<file path="src/rtl/mrsp_pkg.sv">
// ----------------------------------------------------------------------------
// MIDI running-status parser package
// Event codes, status byte constants and defaults shared by the parser.
// ----------------------------------------------------------------------------
package mrsp_pkg;

    localparam int SYSEX_BYTES_DEF = 8;

    localparam logic [7:0] BYTE_SYSEX_START = 8'hF0;
    localparam logic [7:0] BYTE_SYSEX_END   = 8'hF7;
    localparam logic [7:0] BYTE_RT_FIRST    = 8'hF8;
    localparam logic [7:0] BYTE_RT_START    = 8'hFA;
    localparam logic [7:0] BYTE_RT_CONT     = 8'hFB;
    localparam logic [7:0] BYTE_RT_STOP     = 8'hFC;
    localparam logic [7:0] BYTE_RT_RESET    = 8'hFF;

    localparam logic [6:0] SX_ID_NON_RT     = 7'h7E;
    localparam logic [6:0] SX_ID_RT         = 7'h7F;
    localparam logic [6:0] SX_DEV_ALL       = 7'h7F;
    localparam logic [6:0] SX_DEV_ZERO      = 7'h00;
    localparam logic [6:0] SX_SUB_GM        = 7'h09;
    localparam logic [6:0] SX_SUB_DEV_CTRL  = 7'h04;
    localparam logic [6:0] SX_GM_ON         = 7'h01;
    localparam logic [6:0] SX_GM_OFF        = 7'h02;
    localparam logic [6:0] SX_MASTER_VOL    = 7'h01;

    localparam logic [7:0] SX_LEN_GM        = 8'd5;
    localparam logic [7:0] SX_LEN_MVOL      = 8'd7;
    localparam logic [7:0] SX_COUNT_MAX     = 8'd255;

    localparam logic [3:0] KIND_NOTE_OFF    = 4'h8;
    localparam logic [3:0] KIND_NOTE_ON     = 4'h9;
    localparam logic [3:0] KIND_POLY_PRESS  = 4'hA;
    localparam logic [3:0] KIND_CTRL        = 4'hB;
    localparam logic [3:0] KIND_PROG        = 4'hC;
    localparam logic [3:0] KIND_CHAN_PRESS  = 4'hD;
    localparam logic [3:0] KIND_BEND        = 4'hE;

    typedef enum logic [3:0] {
        EV_NOTE_ON    = 4'd0,
        EV_NOTE_OFF   = 4'd1,
        EV_CTRL       = 4'd2,
        EV_PROG       = 4'd3,
        EV_PRESS      = 4'd4,
        EV_BEND       = 4'd5,
        EV_RESET      = 4'd6,
        EV_STOP       = 4'd7,
        EV_START      = 4'd8,
        EV_CONT       = 4'd9,
        EV_GM_ON      = 4'd10,
        EV_GM_OFF     = 4'd11,
        EV_MASTER_VOL = 4'd12
    } t_event;

    typedef struct packed {
        t_event      event_res;
        logic [3:0]  channel;
        logic [6:0]  key_or_controller;
        logic [13:0] value;
    } t_result;

endpackage

</file>
<file path="src/rtl/midi_running_status_parser.sv">
// A result is registered in the output word, or in the skid if that is held.
// Throughput: one byte per cycle while o_stall is low; the per-byte decode
// sits between the input handshake and the result register, backed by a
// one-entry skid register. Input stall rises only while the skid register
// holds a word. Reset: running status, pending byte and SysEx state clear, GM
// enabled set, both output registers empty; the SysEx buffer is not cleared.
// ----------------------------------------------------------------------------
// MIDI running-status parser
// Decodes a raw MIDI byte stream into channel, real-time and SysEx events.
// ----------------------------------------------------------------------------
module midi_running_status_parser #(
    parameter int SYSEX_BYTES = mrsp_pkg::SYSEX_BYTES_DEF
) (
    input  logic        i_clk,
    input  logic        i_rst_n,
    input  logic        i_valid,
    output logic        o_stall,
    input  logic [7:0]  i_data_byte,
    output logic        o_valid,
    input  logic        i_stall,
    output logic [3:0]  o_event_res,
    output logic [3:0]  o_channel,
    output logic [6:0]  o_key_or_controller,
    output logic [13:0] o_value
);

    localparam int IDX_W = (SYSEX_BYTES > 1) ? $clog2(SYSEX_BYTES) : 1;

    logic [7:0] r_rs, n_rs;
    logic       r_have, n_have;
    logic [6:0] r_first, n_first;
    logic [7:0] r_sx_count, n_sx_count;
    logic       r_gm, n_gm;
    logic [6:0] r_sx_store [SYSEX_BYTES];

    logic                r_out_valid, r_skid_valid;
    mrsp_pkg::t_result   r_out, r_skid;

    logic                in_accept, out_take;
    logic                res_valid;
    mrsp_pkg::t_result   res;
    logic                sx_wr;
    logic [7:0]          sx_wr_full;
    logic [IDX_W-1:0]    sx_wr_idx;
    logic [3:0]          kind, chan;
    logic                done;
    logic                dev_ok;

    assign in_accept  = i_valid && !o_stall;
    assign out_take   = r_out_valid && !i_stall;
    assign o_stall    = r_skid_valid;
    assign kind       = r_rs[7:4];
    assign chan       = r_rs[3:0];
    assign sx_wr_full = r_sx_count - 8'd1;
    assign sx_wr_idx  = sx_wr_full[IDX_W-1:0];
    assign dev_ok     = (r_sx_store[1] == mrsp_pkg::SX_DEV_ALL) ||
                        (r_sx_store[1] == mrsp_pkg::SX_DEV_ZERO);

    always_comb begin
        n_rs       = r_rs;
        n_have     = r_have;
        n_first    = r_first;
        n_sx_count = r_sx_count;
        n_gm       = r_gm;
        res_valid  = 1'b0;
        res        = '{event_res: mrsp_pkg::EV_NOTE_ON, channel: 4'd0,
                       key_or_controller: 7'd0, value: 14'd0};
        sx_wr      = 1'b0;
        done       = 1'b0;
        if (i_data_byte >= mrsp_pkg::BYTE_RT_FIRST) begin
            unique case (i_data_byte)
                mrsp_pkg::BYTE_RT_RESET: begin
                    n_rs = 8'd0; n_have = 1'b0; n_first = 7'd0;
                    n_sx_count = 8'd0; n_gm = 1'b1;
                    res_valid = 1'b1; res.event_res = mrsp_pkg::EV_RESET;
                end
                mrsp_pkg::BYTE_RT_STOP: begin
                    res_valid = 1'b1; res.event_res = mrsp_pkg::EV_STOP;
                end
                mrsp_pkg::BYTE_RT_START: begin
                    res_valid = 1'b1; res.event_res = mrsp_pkg::EV_START;
                end
                mrsp_pkg::BYTE_RT_CONT: begin
                    res_valid = 1'b1; res.event_res = mrsp_pkg::EV_CONT;
                end
                default: ;
            endcase
        end else begin
            if (r_sx_count != 8'd0) begin
                if (i_data_byte == mrsp_pkg::BYTE_SYSEX_END) begin
                    done       = 1'b1;
                    n_sx_count = 8'd0;
                    if (dev_ok && r_sx_count == mrsp_pkg::SX_LEN_GM &&
                        r_sx_store[0] == mrsp_pkg::SX_ID_NON_RT &&
                        r_sx_store[2] == mrsp_pkg::SX_SUB_GM) begin
                        if (r_sx_store[3] == mrsp_pkg::SX_GM_ON) begin
                            n_rs = 8'd0; n_have = 1'b0; n_first = 7'd0; n_gm = 1'b1;
                            res_valid = 1'b1; res.event_res = mrsp_pkg::EV_GM_ON;
                        end else if (r_sx_store[3] == mrsp_pkg::SX_GM_OFF) begin
                            n_gm = 1'b0;
                            res_valid = 1'b1; res.event_res = mrsp_pkg::EV_GM_OFF;
                        end
                    end else if (dev_ok && r_sx_count == mrsp_pkg::SX_LEN_MVOL &&
                                 r_sx_store[0] == mrsp_pkg::SX_ID_RT &&
                                 r_sx_store[2] == mrsp_pkg::SX_SUB_DEV_CTRL &&
                                 r_sx_store[3] == mrsp_pkg::SX_MASTER_VOL) begin
                        res_valid = 1'b1;
                        res.event_res = mrsp_pkg::EV_MASTER_VOL;
                        res.value = {7'd0, r_sx_store[5]};
                    end
                end else if (!i_data_byte[7]) begin
                    done  = 1'b1;
                    sx_wr = (r_sx_count <= 8'(SYSEX_BYTES));
                    if (r_sx_count != mrsp_pkg::SX_COUNT_MAX) begin
                        n_sx_count = r_sx_count + 8'd1;
                    end
                end else begin
                    n_sx_count = 8'd0;
                end
            end
            if (!done) begin
                if (i_data_byte[7]) begin
                    n_have = 1'b0;
                    n_rs   = (i_data_byte < mrsp_pkg::BYTE_SYSEX_START) ? i_data_byte : 8'd0;
                    if (i_data_byte == mrsp_pkg::BYTE_SYSEX_START) begin
                        n_sx_count = 8'd1;
                    end
                end else if (r_rs != 8'd0) begin
                    res.channel = chan;
                    if (kind == mrsp_pkg::KIND_PROG) begin
                        res_valid = 1'b1;
                        res.event_res = mrsp_pkg::EV_PROG;
                        res.key_or_controller = i_data_byte[6:0];
                    end else if (kind == mrsp_pkg::KIND_CHAN_PRESS) begin
                        res_valid = 1'b1;
                        res.event_res = mrsp_pkg::EV_PRESS;
                        res.value = {7'd0, i_data_byte[6:0]};
                    end else if (!r_have) begin
                        n_first = i_data_byte[6:0];
                        n_have  = 1'b1;
                    end else begin
                        n_have = 1'b0;
                        res.key_or_controller = r_first;
                        res.value = {7'd0, i_data_byte[6:0]};
                        unique case (kind)
                            mrsp_pkg::KIND_NOTE_ON: begin
                                if (i_data_byte[6:0] == 7'd0) begin
                                    res_valid = 1'b1;
                                    res.event_res = mrsp_pkg::EV_NOTE_OFF;
                                end else begin
                                    res_valid = r_gm;
                                    res.event_res = mrsp_pkg::EV_NOTE_ON;
                                end
                            end
                            mrsp_pkg::KIND_NOTE_OFF: begin
                                res_valid = 1'b1;
                                res.event_res = mrsp_pkg::EV_NOTE_OFF;
                            end
                            mrsp_pkg::KIND_CTRL: begin
                                res_valid = 1'b1;
                                res.event_res = mrsp_pkg::EV_CTRL;
                            end
                            mrsp_pkg::KIND_BEND: begin
                                res_valid = 1'b1;
                                res.event_res = mrsp_pkg::EV_BEND;
                                res.key_or_controller = 7'd0;
                                res.value = {i_data_byte[6:0], r_first};
                            end
                            default: ;
                        endcase
                    end
                end
            end
        end
    end

    always_ff @(posedge i_clk) begin
        if (!i_rst_n) begin
            r_rs       <= 8'd0;
            r_have     <= 1'b0;
            r_first    <= 7'd0;
            r_sx_count <= 8'd0;
            r_gm       <= 1'b1;
        end else if (in_accept) begin
            r_rs       <= n_rs;
            r_have     <= n_have;
            r_first    <= n_first;
            r_sx_count <= n_sx_count;
            r_gm       <= n_gm;
        end
    end

    always_ff @(posedge i_clk) begin
        if (in_accept && sx_wr) begin
            r_sx_store[sx_wr_idx] <= i_data_byte[6:0];
        end
    end

    // output word register plus skid
    always_ff @(posedge i_clk) begin
        if (!i_rst_n) begin
            r_out_valid  <= 1'b0;
            r_skid_valid <= 1'b0;
        end else if (r_skid_valid) begin
            if (out_take) begin
                r_skid_valid <= 1'b0;
            end
        end else if (in_accept && res_valid) begin
            if (r_out_valid && !out_take) begin
                r_skid_valid <= 1'b1;
            end else begin
                r_out_valid <= 1'b1;
            end
        end else if (out_take) begin
            r_out_valid <= 1'b0;
        end
    end

    always_ff @(posedge i_clk) begin
        if (r_skid_valid) begin
            if (out_take) begin
                r_out <= r_skid;
            end
        end else if (in_accept && res_valid) begin
            if (r_out_valid && !out_take) begin
                r_skid <= res;
            end else begin
                r_out <= res;
            end
        end
    end

    assign o_valid             = r_out_valid;
    assign o_event_res         = r_out.event_res;
    assign o_channel           = r_out.channel;
    assign o_key_or_controller = r_out.key_or_controller;
    assign o_value             = r_out.value;

    a_skid_implies_out: assert property (@(posedge i_clk) disable iff (!i_rst_n)
        r_skid_valid |-> r_out_valid)
        else $error("skid word held without output word");

    a_sysex_no_rs: assert property (@(posedge i_clk) disable iff (!i_rst_n)
        (r_sx_count != 8'd0) |-> (r_rs == 8'd0))
        else $error("running status set inside SysEx");

    a_pending_needs_rs: assert property (@(posedge i_clk) disable iff (!i_rst_n)
        r_have |-> (r_rs != 8'd0))
        else $error("pending data byte without running status");

    a_sys_event_no_chan: assert property (@(posedge i_clk) disable iff (!i_rst_n)
        (o_valid && (o_event_res >= mrsp_pkg::EV_RESET)) |-> (o_channel == 4'd0))
        else $error("system event carries a channel");

endmodule

</file>
<file path="config.mk">
export PLATFORM = sky130hd
export DESIGN_NAME = midi_running_status_parser
export DESIGN_NICKNAME = d
export VERILOG_FILES = /design/src/rtl/mrsp_pkg.sv /design/src/rtl/midi_running_status_parser.sv
export SDC_FILE = /design/constraint.sdc
export NUM_CORES = 1
export LEC_CHECK = 0
export BUFFER_PORTS_ARGS = -buffer_cell sky130_fd_sc_hd__buf_2
export CORE_ASPECT_RATIO = 2
export CORE_MARGIN = 1.5
export CORE_UTILIZATION = 49
export DETAILED_ROUTE_END_ITERATION = 7
export PLACE_DENSITY = 0.74
export SKIP_LAST_GASP = 1
export SLEW_MARGIN = 10
export SYNTH_ARGS = -nofsm -noshare
export SYNTH_HDL_FRONTEND = slang
export SYNTH_SLANG_ARGS = --single-unit
export TNS_END_PERCENT = 10
</file>
<file path="constraint.sdc">
create_clock -name i_clk -period 10.7 [get_ports i_clk]
set_clock_uncertainty 0.05 [all_clocks]
set_input_delay 1.07 -clock i_clk [delete_from_list [all_inputs] [get_ports i_clk]]
set_output_delay 1.07 -clock i_clk [all_outputs]
set_load 0.005 [all_outputs]
</file>
==> qor.yml, run 1 <==
outcome: "complete, no violations"
tritoncts.num_buffers: 17
power.share.switching_pct: 23.1
cts_tree: "done"
largest_net_degree_at_the_start_of_global_routing: 44
power.density_cell_area_nw_per_um2: 176
via_count_of_the_first_global_routing_pass: 4090
design.die.area_um2: 12100
timing.critical_path.cells: "buf_2 -> nand4_1 -> a2111oi_0 -> o2111ai_1 -> nor3_1 -> a21oi_1 -> a21boi_2 -> buf_4"
placeableCoreArea_um2: 11200
max-clock-path-buffers: 2
portion_of_total_power_attributed_to_the_clock_network_pct: 49.8
insertedDiodeCount: 0
wire_per_inst_um: 19.8
cpLargestDelayFamily: "compound AO/OA/AOI/OAI gates"
floorplan.rows: 55
clk_root_buffer_cell: "sky130_fd_sc_hd__clkbuf_16"
end_kind: "register"
yosys_warnings: 0
internal_power_consumption_mw: 0.876
required_arrival_time_at_the_worst_endpoint_ps: 10730
ys_seq_area_share_pct: 59.5
grt-ovfl-total: 0
instances_no_fill: 667
power_switching_mw: 0.263
timing.hold.worst.class: "register to register"
worst-endpoint-arrival_ps: 3570
global_route.usage.total_pct: 22.9
synthesis.instances: 478
power_frac_comb_pct: 5.0
finalHoldViolations: 0
grt_first_pass_wirelength_mm: 20.7
worstSetupPathType: "input pin to register"
timing.critical_path.fanout_max: 29
syn-num-nets: 494
cts_resizes: 0
synth_edf_count: 93
max_cap_violations: 0
yosysUniqueCellTypes: 62
pleak_nw: 2.28
place_inst: 635
boundary_pin_count: 43
detail_route.vias_per_cell: 6.25
synth_area_per_cell_um2: 11.7
synthArstFlopShare_pct: 0
maxSlewViolCount: 0
post_route_cells_drive_above_1_share_pct: 19.8
postSynthRegisterBits: 120
hpwlAfterDp_mm: 9.46
worst_path_largest_cell_delay_ps: 600
cts_hold_buf: 0
cts.sink_count: 120
pwr-share-seq_pct: 45.2
synth_to_layout_area_growth_pct: 15.8
setup_tns_ps: 0
clkLatencyLatePin_ps: 420
antenna_violating_nets_post_route: 0
placement.io_buffers: 42
drcViolationCount: 0
time_the_final_worst_path_needs_with_i_o_delays_and_setup_ps: 3540
finish.net_count: 528
cts.reportedPaths.clkPinSlew_ps: 60
number_of_drc_violations_after_detailed_routing_iteration_0: 385
worst-path-buf-inv: 2
antenna_found_initial: 0
netlist_area_um2: 5600
place_congestion: 0.990
timing.max_slew.rel_slack_pct: 24.8
cp_slowest_cell: "sky130_fd_sc_hd__a2111oi_0"
fin_util_pct: 57.8
post-cts-setup-buffer-count: 0
worstMarginPinSlew_ps: 1120
wirelength_mm: 13.2
via_count: 4167
timing.final.crit_share_pct: 33.1
critical_path.startpoint_type: "input pin"
cts_max_level: 4
grt_setup_unrepaired: "false"
timing.final.setup_violations: 0
die_width_um: 78.6
drtPass1Iterations: 5
fmax_mhz: 283
yosys_most_used_dff: "sky130_fd_sc_hd__edfxtp_1"
chipHeight_um: 154
peakVddDrop_mv: 0.169
initial_utilization_pct: 50.0
==> registers in the layout, summed over array words and instances (netlist names), 4 cells and up <==
| signal | flops |
|---|---|
| o_channel | 4 |
| o_event_res | 4 |
| o_key_or_controller | 7 |
| o_value | 14 |
| r_first | 7 |
| r_rs | 8 |
| r_skid | 29 |
| r_sx_count | 8 |
| r_sx_store | 35 |
==> kinds of logic (layout without fill, tap and decap cells) <==
kind of cell | count (synthesis) | count (layout) | synth area share, %
compound gates | 122 | 122 | 15.5
xor+xnor | 6 | 6 | 0.938
fa+ha+maj | 4 | 4 | 0.893
buf+inv | 39 | 86 | 2.97
flops | 120 | 120 | 59.5
mux | 14 | 14 | 2.81
simple gates | 173 | 173 | 17.4
==> path summary, 6_finish.rpt <==
path                                          endpoint  cells past startpoint                        from  slack (ps)
worst max-delay path            o_channel[1]$_DFFE_PP_                      8              i_data_byte[5]        7160
worst min-delay path              r_rs[2]$_SDFFE_PN0P_                      2        r_rs[2]$_SDFFE_PN0P_         440
worst max register to register  o_channel[1]$_DFFE_PP_                      9  r_sx_count[0]$_SDFFE_PN0P_        7350
worst min register to register    r_rs[2]$_SDFFE_PN0P_                      2        r_rs[2]$_SDFFE_PN0P_         440
==> synth_stat cells (4+ instances only) <==
master                       n  area [um^2]
sky130_fd_sc_hd__and2_1     20          125
sky130_fd_sc_hd__nor4_1      9         56.3
sky130_fd_sc_hd__o21ai_0    15         75.1
sky130_fd_sc_hd__a21boi_1    7         52.6
sky130_fd_sc_hd__a32o_1      7         70.1
sky130_fd_sc_hd__nor2_1     27          101
sky130_fd_sc_hd__o2111ai_1   5         43.8
sky130_fd_sc_hd__a22o_1      7         61.3
sky130_fd_sc_hd__o31ai_1     8         60.1
sky130_fd_sc_hd__edfxtp_1   93         2790
sky130_fd_sc_hd__clkbuf_1   17         63.8
sky130_fd_sc_hd__nor2b_1     5         31.3
sky130_fd_sc_hd__dfxtp_1    27          541
sky130_fd_sc_hd__a21oi_1    11         55.1
sky130_fd_sc_hd__a31oi_1     5         31.3
sky130_fd_sc_hd__nor3b_1     5         37.5
sky130_fd_sc_hd__o22ai_1     8         50.1
sky130_fd_sc_hd__o21ai_1     9         45.0
sky130_fd_sc_hd__xnor2_1     4         35.0
sky130_fd_sc_hd__nand2b_1    9         56.3
sky130_fd_sc_hd__a21o_1      9         67.6
sky130_fd_sc_hd__a22oi_1     8         60.1
sky130_fd_sc_hd__or4_1       6         45.0
sky130_fd_sc_hd__nand4b_1    4         35.0
sky130_fd_sc_hd__ha_1        4         50.1
sky130_fd_sc_hd__nor3_1     12         60.1
sky130_fd_sc_hd__a21boi_0    4         30.0
sky130_fd_sc_hd__mux2_2     13          146
sky130_fd_sc_hd__nand2_1    40          150
sky130_fd_sc_hd__inv_1       8         30.0
sky130_fd_sc_hd__buf_2       9         45.0
sky130_fd_sc_hd__nand3_1     7         35.0
sky130_fd_sc_hd__nand4_1    11         68.8
==> cell type report <==
class	instances	area (um^2)
multi-input combinational	319	2110
timing repair buffer	46	240
clock inverter	14	166
fill	927	4730
sequential	120	3330
clock buffer	18	429
inverter	8	30.0
tap	142	178
==> layout by cell type (no fill, tap or decap), types with 4 or more instances in the layout <==
cell / n
sky130_fd_sc_hd__nor3b_1: 5
sky130_fd_sc_hd__nand2b_1: 9
sky130_fd_sc_hd__buf_2: 42
sky130_fd_sc_hd__a32o_1: 7
sky130_fd_sc_hd__o21ai_1: 9
sky130_fd_sc_hd__o31ai_1: 8
sky130_fd_sc_hd__and2_1: 20
sky130_fd_sc_hd__o2111ai_1: 5
sky130_fd_sc_hd__xnor2_1: 4
sky130_fd_sc_hd__o21ai_0: 15
sky130_fd_sc_hd__dfxtp_1: 27
sky130_fd_sc_hd__clkbuf_16: 17
sky130_fd_sc_hd__nand4b_1: 4
sky130_fd_sc_hd__a21boi_1: 7
sky130_fd_sc_hd__nor4_1: 9
sky130_fd_sc_hd__nand4_1: 11
sky130_fd_sc_hd__buf_4: 4
sky130_fd_sc_hd__inv_1: 8
sky130_fd_sc_hd__or4_1: 6
sky130_fd_sc_hd__edfxtp_1: 93
sky130_fd_sc_hd__a21oi_1: 11
sky130_fd_sc_hd__a22o_1: 7
sky130_fd_sc_hd__nand2_1: 40
sky130_fd_sc_hd__nor2b_1: 5
sky130_fd_sc_hd__a22oi_1: 8
sky130_fd_sc_hd__clkinv_4: 5
sky130_fd_sc_hd__nor2_1: 26
sky130_fd_sc_hd__nor3_1: 12
sky130_fd_sc_hd__o22ai_1: 8
sky130_fd_sc_hd__a31oi_1: 5
sky130_fd_sc_hd__nand3_1: 7
sky130_fd_sc_hd__mux2_2: 13
sky130_fd_sc_hd__ha_1: 4
sky130_fd_sc_hd__a21o_1: 9
==> stage by stage <==
step | area, um^2 | hold WS (ps) | setup WS [ps] | power [mW]
finish | 6490 | 440 | 7160 | 1.14
floorplan | 5600 | 415 | 5520 | 0.561
global route | 6490 | 472 | 6810 | 1.17
CTS | 6490 | 441 | 7210 | 1.14
detailed placement | 5890 | 433 | 6790 | 0.580
global placement | 5890 | 431 | 6940 | 0.579
==> worst reg2reg max path, cell delays in order (launching register included) <==
cell,delay [ps]
sky130_fd_sc_hd__dfxtp_1,480
sky130_fd_sc_hd__inv_1,190
sky130_fd_sc_hd__ha_1,250
sky130_fd_sc_hd__nor3b_1,140
sky130_fd_sc_hd__a2111oi_0,590
sky130_fd_sc_hd__o2111ai_1,390
sky130_fd_sc_hd__nor3_1,300
sky130_fd_sc_hd__a21oi_1,130
sky130_fd_sc_hd__a21boi_2,150
sky130_fd_sc_hd__buf_4,340
==> power by group through the flow <==
stage          registers (mW)  logic [mW]  clock network [mW]
2_1_floorplan           0.523      0.0381                   0
3_3_place_gp            0.525      0.0544                   0
3_5_place_dp            0.525      0.0553                   0
4_1_cts                 0.515      0.0556               0.573
5_1_grt                 0.516      0.0614               0.594
6_report                0.515      0.0565               0.568
==> routing by layer <==
layer	up-vias	track usage, %	part of all wire [%]
met5	-	0	0
met1	2010	24.3	36
met3	57	5.49	5.3
li1	1918	-	-
met2	182	39.5	53
met4	0	15.1	5.7
Power figures use the tool's default switching activity.
==> run 2, diff against run 1 <==
==> constraint.sdc (replaced) <==
create_clock -name i_clk -period 3.5 [get_ports i_clk]
set_clock_uncertainty 0.05 [all_clocks]
set_input_delay 0.35 -clock i_clk [delete_from_list [all_inputs] [get_ports i_clk]]
set_output_delay 0.35 -clock i_clk [all_outputs]
set_load 0.005 [all_outputs]
==> qor.yml, run 2 (synthesis gave the netlist of run 1 again) <==
outcome: "complete, no violations"
placement.io_buffers: 42  # unchanged
worstSetupPathType: "register to register"
final.setup.worst_slack_ps: 435  # -6730 ps
end_kind: "register"
initial_utilization_pct: 50.0  # unchanged
critical_path.startpoint_type: "register"
top_signal_layer_used: "met4"
wire_per_inst_um: 19.8  # +0.12%
pleak_nw: 2.37  # +4.2%
timing.max_slew.rel_slack_pct: 43.1  # +18 points
via_count_of_the_first_global_routing_pass: 4244  # +3.8%
timing.critical_path.fanout_max: 29  # unchanged
chipHeight_um: 154  # unchanged
fin_util_pct: 59.3  # +1.5 points
wl_met2_mm: 7.18  # +2.0%
antenna_found_initial: 0  # unchanged
flip_flop_count_of_the_largest_register_all_copies_and_words_added: 35  # unchanged
max_flop_register: "r_sx_store"
power.density_cell_area_nw_per_um2: 540  # +210%
clkLatencyLatePin_ps: 410  # about the same
tritoncts.num_buffers: 17  # unchanged
peakVddDrop_mv: 0.405  # +140%
placeableCoreArea_um2: 11200  # unchanged
number_of_drc_violations_after_detailed_routing_iteration_0: 341  # -11%
grt_first_pass_wirelength_mm: 21.7  # +4.8%
finalHoldWorstSlack_ps: 213  # -227 ps
max-clock-path-buffers: 2  # unchanged
fillCellCount: 899  # -3.0%
required_arrival_time_at_the_worst_endpoint_ps: 3560  # -7170 ps
timing.final.setup_violations: 0  # unchanged
max_cap_violations: 0  # unchanged
antenna_violating_nets_post_route: 0  # unchanged
dp_worst_setup_slack_ps: 449  # -6340 ps
synth_to_layout_area_growth_pct: 18.7
finalHoldViolations: 0  # unchanged
boundary_pin_count: 43  # unchanged
insertedDiodeCount: 0  # unchanged
post-cts-setup-buffer-count: 0  # unchanged
worstMarginPinSlew_ps: 847  # -273 ps
regArea_um2: 3330  # unchanged
maxSlewViolCount: 0  # unchanged
cts_max_level: 4  # unchanged
fmax_mhz: 326
layout.cells.most_common_list: "93 x sky130_fd_sc_hd__edfxtp_1, 42 x sky130_fd_sc_hd__buf_2, 40 x sky130_fd_sc_hd__nand2_1"
finish.net_count: 543  # +2.8%
cts.sink_count: 120  # unchanged
die_width_um: 78.6  # unchanged
post_route_cells_drive_above_1_share_pct: 21.9  # +2.1 points
grt_setup_unrepaired: "false"
cts_hold_buf: 0  # unchanged
timing.hold.worst.class: "input pin to register"
time_the_final_worst_path_needs_with_i_o_delays_and_setup_ps: 3070
global_route.usage.total_pct: 23.8  # +0.91 points
drtPass1Iterations: 6  # +1
instances_no_fill: 681  # +2.1%
cts.reportedPaths.clkPinSlew_ps: 60  # about the same
hpwlAfterDp_mm: 9.70  # +2.5%
timing.final.crit_share_pct: 87.6
detailed_route_wire_length_on_metal_1_mm: 4.69  # -0.38%
detail_route.vias_per_cell: 6.18  # -1.1%
grt-ovfl-total: 0  # unchanged
place_inst: 650  # +2.4%
clk_root_buffer_cell: "sky130_fd_sc_hd__clkbuf_16"
worst-endpoint-arrival_ps: 3120  # -450 ps
floorplan.rows: 55  # unchanged
place_congestion: 0.955  # -3.5%
route.met3.wl_um: 697  # +0.29%
via_count: 4206  # +0.94%
wirelength_mm: 13.5  # +2.2%
multi_input_comb_area_um2: 2110  # unchanged
cts_resizes: 0  # unchanged
drcViolationCount: 0  # unchanged
largest_net_degree_at_the_start_of_global_routing: 44  # unchanged
cts_tree: "done"
design.die.area_um2: 12100  # unchanged
layout.cells.most_common: "sky130_fd_sc_hd__edfxtp_1"
==> run 2: cell count changes in the layout (fill, tap and decap cells not counted), sizes merged <==
cell / delta
buf: +15
bufinv: +2
clkbuf: -1
clkinv: -1
inv: -1
==> run 2: power breakdown <==
group,switching (mW),internal [mW]
clock network,0.638,1.19
registers,0.0197,1.56
logic,0.119,0.0666
==> run 2: area by class of cell <==
cell class                 count  area share, %
clock buffer                  17           6.39
clock inverter                14           2.97
inverter                       8          0.451
multi-input combinational    319           31.7
sequential                   120           50.1
tap                          142           2.67
timing repair buffer          61           5.68
==> run 2: path summary, 6_finish.rpt <==
kind,end,from,depth (start not counted),slack [ps]
hold reg to reg,r_rs[0]$_SDFFE_PN0P_,r_rs[0]$_SDFFE_PN0P_,2,450
setup reg to reg,o_event_res[2]$_DFFE_PP_,r_sx_count[0]$_SDFFE_PN0P_,9,430
hold / removal,o_stall$_SDFF_PN0_,i_stall,3,210
setup / recovery,o_event_res[2]$_DFFE_PP_,r_sx_count[0]$_SDFFE_PN0P_,9,430
==> run 2: critical path, stage by stage (launching register included) <==
cell and delay, ps:
sky130_fd_sc_hd__dfxtp_1 430, sky130_fd_sc_hd__inv_1 160, sky130_fd_sc_hd__ha_1 240, sky130_fd_sc_hd__nor3b_1 140, sky130_fd_sc_hd__a2111oi_0 530, sky130_fd_sc_hd__o2111ai_1 370
sky130_fd_sc_hd__nor3_1 280, sky130_fd_sc_hd__a21oi_1 120, sky130_fd_sc_hd__a21boi_2 210, sky130_fd_sc_hd__buf_12 220
==> run 2: stage by stage <==
stage | setup TNS (ps) | power [mW] | instance area, um^2
after global placement | 0 | 1.78 | 6030
after detailed placement | 0 | 1.79 | 6030
after global routing | 0 | 3.70 | 6650
after CTS | 0 | 3.61 | 6650
final | 0 | 3.59 | 6650
after floorplan | -5340 | 1.72 | 5610
==> run 2: metal layers <==
layer	track usage (%)	vias to the layer above
met2	42.3	176
met3	5.43	55
met5	0	-
li1	-	1948
met4	17.4	0
met1	23.5	2027
